### src/rtl/b64_pkg.sv
// Shared types, constants and alphabet functions for the base64 codec.
`timescale 1ns / 1ps

package b64_pkg;

  localparam int FIFO_DEPTH = 4;
  localparam int FIFO_AW    = $clog2(FIFO_DEPTH);

  localparam logic [7:0] PAD_CHAR   = 8'h3D;  // '='
  localparam logic [0:0] MODE_ENC   = 1'b0;
  localparam logic [0:0] MODE_DEC   = 1'b1;

  // One queued group: everything the back end needs to emit its results.
  typedef struct packed {
    logic        enc;       // encode group (characters) vs decode group (bytes)
    logic [23:0] bits;      // assembled group
    logic [1:0]  nres_m1;   // number of results minus one
    logic [2:0]  nch;       // encode: alphabet characters before padding
    logic        last;      // final group of the message
    logic        err;       // error flag carried on every result
  } b64_job_t;

  // Sextet to alphabet character.
  function automatic logic [7:0] b64_enc_char(input logic [5:0] v);
    logic [7:0] w;
    w = {2'b00, v};
    if (v < 6'd26)      b64_enc_char = w + 8'd65;          // 'A'
    else if (v < 6'd52) b64_enc_char = w + 8'd71;          // 'a' - 26
    else if (v < 6'd62) b64_enc_char = w - 8'd4;           // '0' - 52
    else if (v == 6'd62) b64_enc_char = 8'h2B;             // '+'
    else                 b64_enc_char = 8'h2F;             // '/'
  endfunction

  // Character to {invalid, sextet}; invalid characters give sextet 0.
  function automatic logic [6:0] b64_dec_char(input logic [7:0] c);
    logic [7:0] t;
    t = 8'd0;
    if (c >= 8'h41 && c <= 8'h5A) begin
      t = c - 8'h41;
      b64_dec_char = {1'b0, t[5:0]};
    end else if (c >= 8'h61 && c <= 8'h7A) begin
      t = c - 8'h47;
      b64_dec_char = {1'b0, t[5:0]};
    end else if (c >= 8'h30 && c <= 8'h39) begin
      t = c + 8'h04;
      b64_dec_char = {1'b0, t[5:0]};
    end else if (c == 8'h2B) begin
      b64_dec_char = {1'b0, 6'd62};
    end else if (c == 8'h2F) begin
      b64_dec_char = {1'b0, 6'd63};
    end else begin
      b64_dec_char = {1'b1, 6'd0};
    end
  endfunction

endpackage

### src/rtl/base64_codec.sv
// Top level of the streaming base64 codec (standard alphabet, encode/decode by mode).
`timescale 1ns / 1ps

// Channel   Direction  Fields (low bit up)
// in_*      slave      tdata[7:0] data_byte, tlast last_item
// out_*     master     tdata[7:0] out_value, tlast out_last, tuser[0] error
// cfg_*     write      cfg_wdata[0] mode (0 encode, 1 decode)
//
// The front end folds every input transfer into the group
// and pushes a finished group into a 4-entry job queue.
// The back end emits one result per cycle from the head job while out_tready does not stall it;
// an encoded group gives four characters, a decoded quad up to three bytes.
// A group's first result passes through the job queue, the job register and the output register.
// Reset (rst_n low, synchronous) sets mode to encode and empties group and queue.
// in_tready drops only while the job queue is full; out_tready stalls only the back end.

module base64_codec (
  input  logic       clk,
  input  logic       rst_n,
  input  logic       cfg_we,
  input  logic       cfg_wdata,    // [0] mode
  input  logic       in_tvalid,
  output logic       in_tready,
  input  logic [7:0] in_tdata,     // [7:0] data_byte
  input  logic       in_tlast,
  output logic       out_tvalid,
  input  logic       out_tready,
  output logic [7:0] out_tdata,    // [7:0] out_value
  output logic       out_tlast,
  output logic       out_tuser     // [0] error
);
  import b64_pkg::*;

  b64_job_t push_job, head_job;
  logic     push, pop, q_full, q_empty, in_fire;

  assign in_tready = !q_full;
  assign in_fire   = in_tvalid && in_tready;

  b64_front u_front (
    .clk       (clk),
    .rst_n     (rst_n),
    .cfg_we    (cfg_we),
    .cfg_wdata (cfg_wdata),
    .in_fire   (in_fire),
    .in_byte   (in_tdata),
    .in_last   (in_tlast),
    .job_push  (push),
    .job       (push_job)
  );

  b64_fifo u_fifo (
    .clk    (clk),
    .rst_n  (rst_n),
    .push   (push),
    .wr_job (push_job),
    .pop    (pop),
    .rd_job (head_job),
    .full   (q_full),
    .empty  (q_empty)
  );

  b64_back u_back (
    .clk        (clk),
    .rst_n      (rst_n),
    .q_job      (head_job),
    .q_empty    (q_empty),
    .q_pop      (pop),
    .out_tvalid (out_tvalid),
    .out_tready (out_tready),
    .out_tdata  (out_tdata),
    .out_tlast  (out_tlast),
    .out_tuser  (out_tuser)
  );

endmodule

### src/rtl/b64_front.sv
// Front end: mode register and group assembly; emits one job per finished group.
`timescale 1ns / 1ps

module b64_front (
  input  logic              clk,
  input  logic              rst_n,
  input  logic              cfg_we,
  input  logic              cfg_wdata,
  input  logic              in_fire,
  input  logic [7:0]        in_byte,
  input  logic              in_last,
  output logic              job_push,
  output b64_pkg::b64_job_t job
);
  import b64_pkg::*;

  logic        mode_r, mode_nxt;
  logic [23:0] bits_r, bits_nxt;
  logic [1:0]  cnt_r, cnt_nxt;
  logic [1:0]  pad_r, pad_nxt;
  logic        bad_r, bad_nxt;

  logic [23:0] bits_upd;
  logic [1:0]  pad_upd;
  logic        bad_upd;
  logic [6:0]  dec;
  logic [1:0]  drop;

  always_comb begin
    mode_nxt = mode_r;
    bits_nxt = bits_r;
    cnt_nxt  = cnt_r;
    pad_nxt  = pad_r;
    bad_nxt  = bad_r;
    job_push = 1'b0;
    job      = '0;
    bits_upd = bits_r;
    pad_upd  = pad_r;
    bad_upd  = bad_r;
    dec      = b64_dec_char(in_byte);
    drop     = 2'd0;

    if (cfg_we) begin
      mode_nxt = cfg_wdata;
      bits_nxt = '0;
      cnt_nxt  = '0;
      pad_nxt  = '0;
      bad_nxt  = 1'b0;
    end else if (in_fire) begin
      if (mode_r == MODE_ENC) begin
        case (cnt_r)
          2'd0:    bits_upd[23:16] = bits_r[23:16] | in_byte;
          2'd1:    bits_upd[15:8]  = bits_r[15:8]  | in_byte;
          default: bits_upd[7:0]   = bits_r[7:0]   | in_byte;
        endcase
        if (cnt_r >= 2'd2 || in_last) begin
          job_push    = 1'b1;
          job.enc     = 1'b1;
          job.bits    = bits_upd;
          job.nres_m1 = 2'd3;
          job.nch     = (cnt_r >= 2'd2) ? 3'd4 : {1'b0, cnt_r} + 3'd2;
          job.last    = in_last;
          job.err     = 1'b0;
          bits_nxt = '0;
          cnt_nxt  = '0;
        end else begin
          bits_nxt = bits_upd;
          cnt_nxt  = cnt_r + 2'd1;
        end
      end else begin
        if (in_byte == PAD_CHAR) begin
          dec = 7'd0;
          if (cnt_r == 2'd2) pad_upd[1] = 1'b1;
          if (cnt_r == 2'd3) pad_upd[0] = 1'b1;
        end
        bad_upd = bad_r | dec[6];
        case (cnt_r)
          2'd0:    bits_upd[23:18] = bits_r[23:18] | dec[5:0];
          2'd1:    bits_upd[17:12] = bits_r[17:12] | dec[5:0];
          2'd2:    bits_upd[11:6]  = bits_r[11:6]  | dec[5:0];
          default: bits_upd[5:0]   = bits_r[5:0]   | dec[5:0];
        endcase
        if (cnt_r == 2'd3 || in_last) begin
          job_push = 1'b1;
          job.enc  = 1'b0;
          job.nch  = 3'd0;
          job.last = in_last;
          if (cnt_r != 2'd3) begin
            // incomplete final quad: one zero byte flagged as error
            job.bits    = '0;
            job.nres_m1 = 2'd0;
            job.err     = 1'b1;
          end else begin
            if (in_last) drop = {1'b0, pad_upd[0]} + {1'b0, pad_upd[1]};
            job.bits    = bits_upd;
            job.nres_m1 = 2'd2 - drop;
            job.err     = bad_upd;
          end
          bits_nxt = '0;
          cnt_nxt  = '0;
          pad_nxt  = '0;
          bad_nxt  = 1'b0;
        end else begin
          bits_nxt = bits_upd;
          cnt_nxt  = cnt_r + 2'd1;
          pad_nxt  = pad_upd;
          bad_nxt  = bad_upd;
        end
      end
    end
  end

  always_ff @(posedge clk) begin
    if (!rst_n) begin
      mode_r <= MODE_ENC;
      bits_r <= '0;
      cnt_r  <= '0;
      pad_r  <= '0;
      bad_r  <= 1'b0;
    end else begin
      mode_r <= mode_nxt;
      bits_r <= bits_nxt;
      cnt_r  <= cnt_nxt;
      pad_r  <= pad_nxt;
      bad_r  <= bad_nxt;
    end
  end

endmodule

### src/rtl/b64_fifo.sv
// Short job queue between the front end and the back end.
`timescale 1ns / 1ps

module b64_fifo (
  input  logic              clk,
  input  logic              rst_n,
  input  logic              push,
  input  b64_pkg::b64_job_t wr_job,
  input  logic              pop,
  output b64_pkg::b64_job_t rd_job,
  output logic              full,
  output logic              empty
);
  import b64_pkg::*;

  b64_job_t             mem_r [FIFO_DEPTH];
  logic [FIFO_AW-1:0]   wr_ptr_r, wr_ptr_nxt;
  logic [FIFO_AW-1:0]   rd_ptr_r, rd_ptr_nxt;
  logic [FIFO_AW:0]     count_r, count_nxt;
  logic                 do_push, do_pop;

  assign full    = (count_r == (FIFO_AW+1)'(FIFO_DEPTH));
  assign empty   = (count_r == '0);
  assign do_push = push && !full;
  assign do_pop  = pop && !empty;
  assign rd_job  = mem_r[rd_ptr_r];

  always_comb begin
    wr_ptr_nxt = do_push ? wr_ptr_r + 1'b1 : wr_ptr_r;
    rd_ptr_nxt = do_pop  ? rd_ptr_r + 1'b1 : rd_ptr_r;
    count_nxt  = count_r;
    if (do_push && !do_pop) count_nxt = count_r + 1'b1;
    if (!do_push && do_pop) count_nxt = count_r - 1'b1;
  end

  always_ff @(posedge clk) begin
    if (!rst_n) begin
      wr_ptr_r <= '0;
      rd_ptr_r <= '0;
      count_r  <= '0;
    end else begin
      wr_ptr_r <= wr_ptr_nxt;
      rd_ptr_r <= rd_ptr_nxt;
      count_r  <= count_nxt;
    end
  end

  always_ff @(posedge clk) begin
    if (do_push) mem_r[wr_ptr_r] <= wr_job;
  end

endmodule

### src/rtl/b64_back.sv
// Back end: walks a queued group and emits its results through an output register.
`timescale 1ns / 1ps

module b64_back (
  input  logic              clk,
  input  logic              rst_n,
  input  b64_pkg::b64_job_t q_job,
  input  logic              q_empty,
  output logic              q_pop,
  output logic              out_tvalid,
  input  logic              out_tready,
  output logic [7:0]        out_tdata,
  output logic              out_tlast,
  output logic              out_tuser
);
  import b64_pkg::*;

  b64_job_t   job_r, job_nxt;
  logic       job_valid_r, job_valid_nxt;
  logic [1:0] k_r, k_nxt;
  logic       oval_r, oval_nxt;
  logic [7:0] odata_r, odata_nxt;
  logic       olast_r, olast_nxt;
  logic       oerr_r, oerr_nxt;

  logic       emit, done;
  logic [5:0] sext;
  logic [7:0] byte_sel;

  assign emit  = job_valid_r && (!oval_r || out_tready);
  assign done  = emit && (k_r == job_r.nres_m1);
  assign q_pop = !q_empty && (!job_valid_r || done);

  always_comb begin
    case (k_r)
      2'd0:    sext = job_r.bits[23:18];
      2'd1:    sext = job_r.bits[17:12];
      2'd2:    sext = job_r.bits[11:6];
      default: sext = job_r.bits[5:0];
    endcase
    case (k_r)
      2'd0:    byte_sel = job_r.bits[23:16];
      2'd1:    byte_sel = job_r.bits[15:8];
      default: byte_sel = job_r.bits[7:0];
    endcase
  end

  always_comb begin
    job_nxt       = job_r;
    job_valid_nxt = job_valid_r;
    k_nxt         = k_r;
    oval_nxt      = oval_r;
    odata_nxt     = odata_r;
    olast_nxt     = olast_r;
    oerr_nxt      = oerr_r;

    if (oval_r && out_tready) oval_nxt = 1'b0;

    if (emit) begin
      oval_nxt = 1'b1;
      if (job_r.enc)
        odata_nxt = ({1'b0, k_r} < job_r.nch) ? b64_enc_char(sext) : PAD_CHAR;
      else
        odata_nxt = byte_sel;
      olast_nxt = (k_r == job_r.nres_m1) && job_r.last;
      oerr_nxt  = job_r.err;
      k_nxt     = k_r + 2'd1;
    end

    if (done) begin
      job_valid_nxt = 1'b0;
      k_nxt         = 2'd0;
    end

    if (q_pop) begin
      job_nxt       = q_job;
      job_valid_nxt = 1'b1;
      k_nxt         = 2'd0;
    end
  end

  always_ff @(posedge clk) begin
    if (!rst_n) begin
      job_valid_r <= 1'b0;
      k_r         <= '0;
      oval_r      <= 1'b0;
    end else begin
      job_valid_r <= job_valid_nxt;
      k_r         <= k_nxt;
      oval_r      <= oval_nxt;
    end
  end

  always_ff @(posedge clk) begin
    job_r   <= job_nxt;
    odata_r <= odata_nxt;
    olast_r <= olast_nxt;
    oerr_r  <= oerr_nxt;
  end

  assign out_tvalid = oval_r;
  assign out_tdata  = odata_r;
  assign out_tlast  = olast_r;
  assign out_tuser  = oerr_r;

  a_k_in_range: assert property (@(posedge clk) disable iff (!rst_n)
    job_valid_r |-> k_r <= job_r.nres_m1)
    else $error("result index past end of group");

  a_k_idle_zero: assert property (@(posedge clk) disable iff (!rst_n)
    !job_valid_r |-> k_r == 2'd0)
    else $error("result index not cleared while idle");

  a_enc_no_err: assert property (@(posedge clk) disable iff (!rst_n)
    emit && job_r.enc |=> !oerr_r)
    else $error("error flag on an encoded character");

  a_pop_loads: assert property (@(posedge clk) disable iff (!rst_n)
    q_pop |=> job_valid_r && k_r == 2'd0)
    else $error("popped job not loaded");

endmodule

### config.mk
export PLATFORM = sky130hd
export DESIGN_NAME = base64_codec
export DESIGN_NICKNAME = d
export VERILOG_FILES = /design/src/rtl/b64_pkg.sv /design/src/rtl/base64_codec.sv /design/src/rtl/b64_front.sv /design/src/rtl/b64_fifo.sv /design/src/rtl/b64_back.sv
export SDC_FILE = /design/constraint.sdc
export NUM_CORES = 1
export LEC_CHECK = 0
export BUFFER_PORTS_ARGS = -buffer_cell sky130_fd_sc_hd__buf_2
export CORE_UTILIZATION = 40
export CTS_CLUSTER_SIZE = 16
export DETAILED_ROUTE_END_ITERATION = 8
export SLEW_MARGIN = 20
export SYNTH_ARGS = -nofsm -noshare
export SYNTH_HDL_FRONTEND = slang
export SYNTH_SLANG_ARGS = --single-unit
export TNS_END_PERCENT = 20
### constraint.sdc
create_clock -name clk -period 7.05 [get_ports clk]
set_input_delay 1.0575 -clock clk [delete_from_list [all_inputs] [get_ports clk]]
set_output_delay 1.0575 -clock clk [all_outputs]
set_load 0.02 [all_outputs]
==> metrics <==
core area=~0.024 mm^2; dpl hpwl=approximately 14,000 um; drt wl/cell=19.5 um; Max Root-Sink Buffers=3; initial antenna violation count=0; hold path start=u_back.job_r[0]$_DFFE_PP_; Mapped Avg Cell Area=between 10 and 15 um^2; worst path required time=roughly 7300 ps; NetSw=roughly 1.2 mW; final setup fails=0; detailed-route via count=roughly 6.3k; clock slew at reported path FFs=about 60 ps; Layout area overhead=11.5%; post-synthesis async set-or-reset flop share=0%; Max Slew Vio Count=0; Total GRT Usage=17.0%; worst path arrival time=slightly below 4000 ps; crit path time final=3650 ps; CTS Buf Count=24; final worst slack=between 3000 and 4000 ps; post_cts resized=0; max-cap viol count=0; setup_tns=0 ps; FF+latch count, synth=211; first-pass GRT wire length=between 30,000 and 40,000 um; First-pass DRT Iterations=5; R2R setup slack=roughly 3400 ps; Pwr Density=~360 mW/mm^2; reg-to-reg endpoint=u_back.out_tdata[2]$_DFFE_PP_; cell depth of the worst min-delay path=0; Initial Utilization=40.9%; commonest cells after routing, fill and taps aside=170 x edfxtp_1, 49 x nand2_1, 41 x a21oi_1, 40 x dfxtp_1, 36 x nor2_1; H-tree depth=1; Die ar.=between 0.02 and 0.03 mm^2; post-synth net total=around 790; Placement Setup Slack=~3200 ps; Seq/Total Area, Yosys=about three fifths; fmax=~270 MHz; Worst VDD drop=around 0.00021 V; IO Port Bufs=26; actual slew at the worst max-slew pin=1100 ps; Root Driver=clkbuf_16; EDFF count, synth=170; # DRC=0; CP Buf/Inv Count=1; Gate Count Post-Synth=745; Crit path largest cell delay=between 500 and 600 ps; Rel. slew slack=between 20% and 30%; Critical Path Start Type=register; sw frac=between 30% and 40%; Min-Delay Path Class=reg2reg; Antenna diodes=0; ratio of final minimum period to clock period=51.8%; vias per inst=~5.7; largest net degree at the start of global routing=36; Yosys warnings=0; Setup Fix Bufs, Post-CTS=0; P_int=2.72 mW; Combinational Power Share=between 20% and 30%; cell repeated most along the worst path=ha_1; hold_buf cts=0; Die H=around 160 um; io pins=27; CP delay by family, top=compound AO/OA/AOI/OAI gates; Critical Setup Path Class=reg2reg; global placement routability congestion=around 0.85; Netlist cell types=77; Fin Clk Skew=roughly 10 ps; commonest non-fill, non-tap cell in the layout=edfxtp_1; CP max stage cell=ha_1; Setup crit end kind=register; Leakage=3.60 nW; r2r startpoint=u_back.k_r[1]$_SDFFE_PP0P_; unrepaired setup endpoints after global routing=false; Final Net Count=810; Iteration-0 DRC Markers=645; vias in the first global route=roughly 6.1k; FF-to-FF path depth=11; Primary FF master, synth=edfxtp_1; clock share of power=a little under a third; Core Util, Final=45.6%; Worst Path Max Fanout=16; Flop pwr share=roughly two fifths; die width=~160 um; status=finished, final reports clean; synthesized area=slightly below 0.01 mm^2; Rows=between 50 and 60; CP Cell Sequence=inv_1 > ha_1 > a222oi_1 > o21ai_2 > ha_1 > nor2_1 > and3_1 > o31a_2 > or2_0 > nor4_1 > a221oi_1; total wire length=21,500 um; CTS tree=yes; Hold Path Sink=u_back.out_tuser$_DFFE_PP_; Congestion Overflow GR=0; post-route ant nets=0; # clock sinks=between 200 and 250; layout cell share with drive strength beyond 1=roughly 16%; Hold Vio Cnt, Final=0; Clk Latency, worst-skew pair=520 ps
==> kinds of logic (layout without fill, tap and decap cells) <==
kind of cell | count (synthesis) | after routing | share of synthesized area, %
buf+inv | 74 | 106 | 3.46
xor+xnor | 19 | 19 | 1.67
fa+ha+maj | 33 | 33 | 4.23
mux | 35 | 35 | 7.57
compound gates | 197 | 197 | 14.2
simple gates | 176 | 176 | 9.28
flops | 211 | 211 | 59.6
==> how the worst max path moves through the flow <==
stage          depth (start not counted)  slack, ps                             end                  startpoint
2_1_floorplan                          9       2480  u_fifo.count_r[2]$_SDFFE_PN0P_                  out_tready
3_3_place_gp                           9       3240   u_fifo.mem_r[0][22]$_DFFE_PP_                 in_tdata[0]
3_5_place_dp                           9       3190   u_fifo.mem_r[0][22]$_DFFE_PP_                 in_tdata[2]
4_1_cts                               11       3450   u_back.out_tdata[2]$_DFFE_PP_  u_back.k_r[0]$_SDFFE_PP0P_
5_1_grt                               11       3150   u_back.out_tdata[2]$_DFFE_PP_  u_back.k_r[1]$_SDFFE_PP0P_
6_report                              11       3400   u_back.out_tdata[2]$_DFFE_PP_  u_back.k_r[1]$_SDFFE_PP0P_
==> worst reg2reg max path, cell delays in order (launching register included) <==
cell and delay (ps):
dfxtp_1 370, inv_1 120, ha_1 510, a222oi_1 220, o21ai_2 390, ha_1 400
nor2_1 70, and3_1 190, o31a_2 380, or2_0 240, nor4_1 360, a221oi_1 120
==> metrics by stage <==
step                total power [mW]  cell area, um^2  instances  hold slack, ps
finish                          3.96            11100       1101             434
global route                    4.16            11100       1101             452
CTS                             3.99            11100       1101             435
detailed placement              2.79            10300       1060             420
global placement                2.78            10300       1060             414
floorplan                       2.52             9940        745             400
==> cells in the mapped netlist, types with 9 or more instances <==
cell type	count	area, um^2
clkbuf_1	20	75.1
o22ai_1	18	113
and2_1	17	106
inv_1	30	113
nand2_1	49	184
nor2b_1	9	56.3
ha_1	32	400
edfxtp_1	170	5100
nor2_1	36	135
o21ai_0	20	100
nor3_1	11	55.1
dfxtp_1	41	821
nand3_1	10	50.1
mux4_2	32	721
buf_2	14	70.1
o32ai_1	13	114
xnor2_1	13	114
a21oi_1	42	210
a22oi_1	28	210
==> sequential cells by signal, summed over array words and instances (netlist names) <==
register	flops
u_fifo.mem_r	128
u_back.job_r	32
u_front.bits_r	24
u_back.out_tdata	8
u_fifo.count_r	3
u_back.k_r	2
u_fifo.rd_ptr_r	2
u_fifo.wr_ptr_r	2
u_front.cnt_r	2
u_front.pad_r	2
u_back.job_valid_r	1
u_back.out_tlast	1
u_back.out_tuser	1
u_back.out_tvalid	1
u_front.bad_r	1
u_front.mode_r	1
==> area by class of cell <==
| class | instances | area, um^2 |
|---|---|---|
| fill | 2186 | 13200 |
| sequential | 211 | 5930 |
| multi-input combinational | 460 | 3680 |
| clock buffer | 30 | 643 |
| tap | 324 | 405 |
| timing repair buffer | 34 | 190 |
| clock inverter | 11 | 120 |
| inverter | 31 | 116 |
==> power groups by stage <==
stage	logic, mW	clock network [mW]	registers, mW
after floorplan	0.822	0	1.69
after global placement	1.10	0	1.68
after detailed placement	1.10	0	1.69
after CTS	1.11	1.22	1.66
after global routing	1.22	1.26	1.68
final	1.11	1.19	1.66
==> metal layers <==
metal / vias up / global-route usage [%] / part of all wire [%] / routed length, um
li1: 2934 / - / - / -
met1: 3097 / 23.6 / 46 / 9820
met2: 223 / 27.6 / 47 / 10000
met3: 49 / 2.29 / 5.0 / 1080
met4: 0 / 5.42 / 2.5 / 547
met5: - / 0 / 0 / 0
No activity file was read; power rests on OpenSTA's default activity.
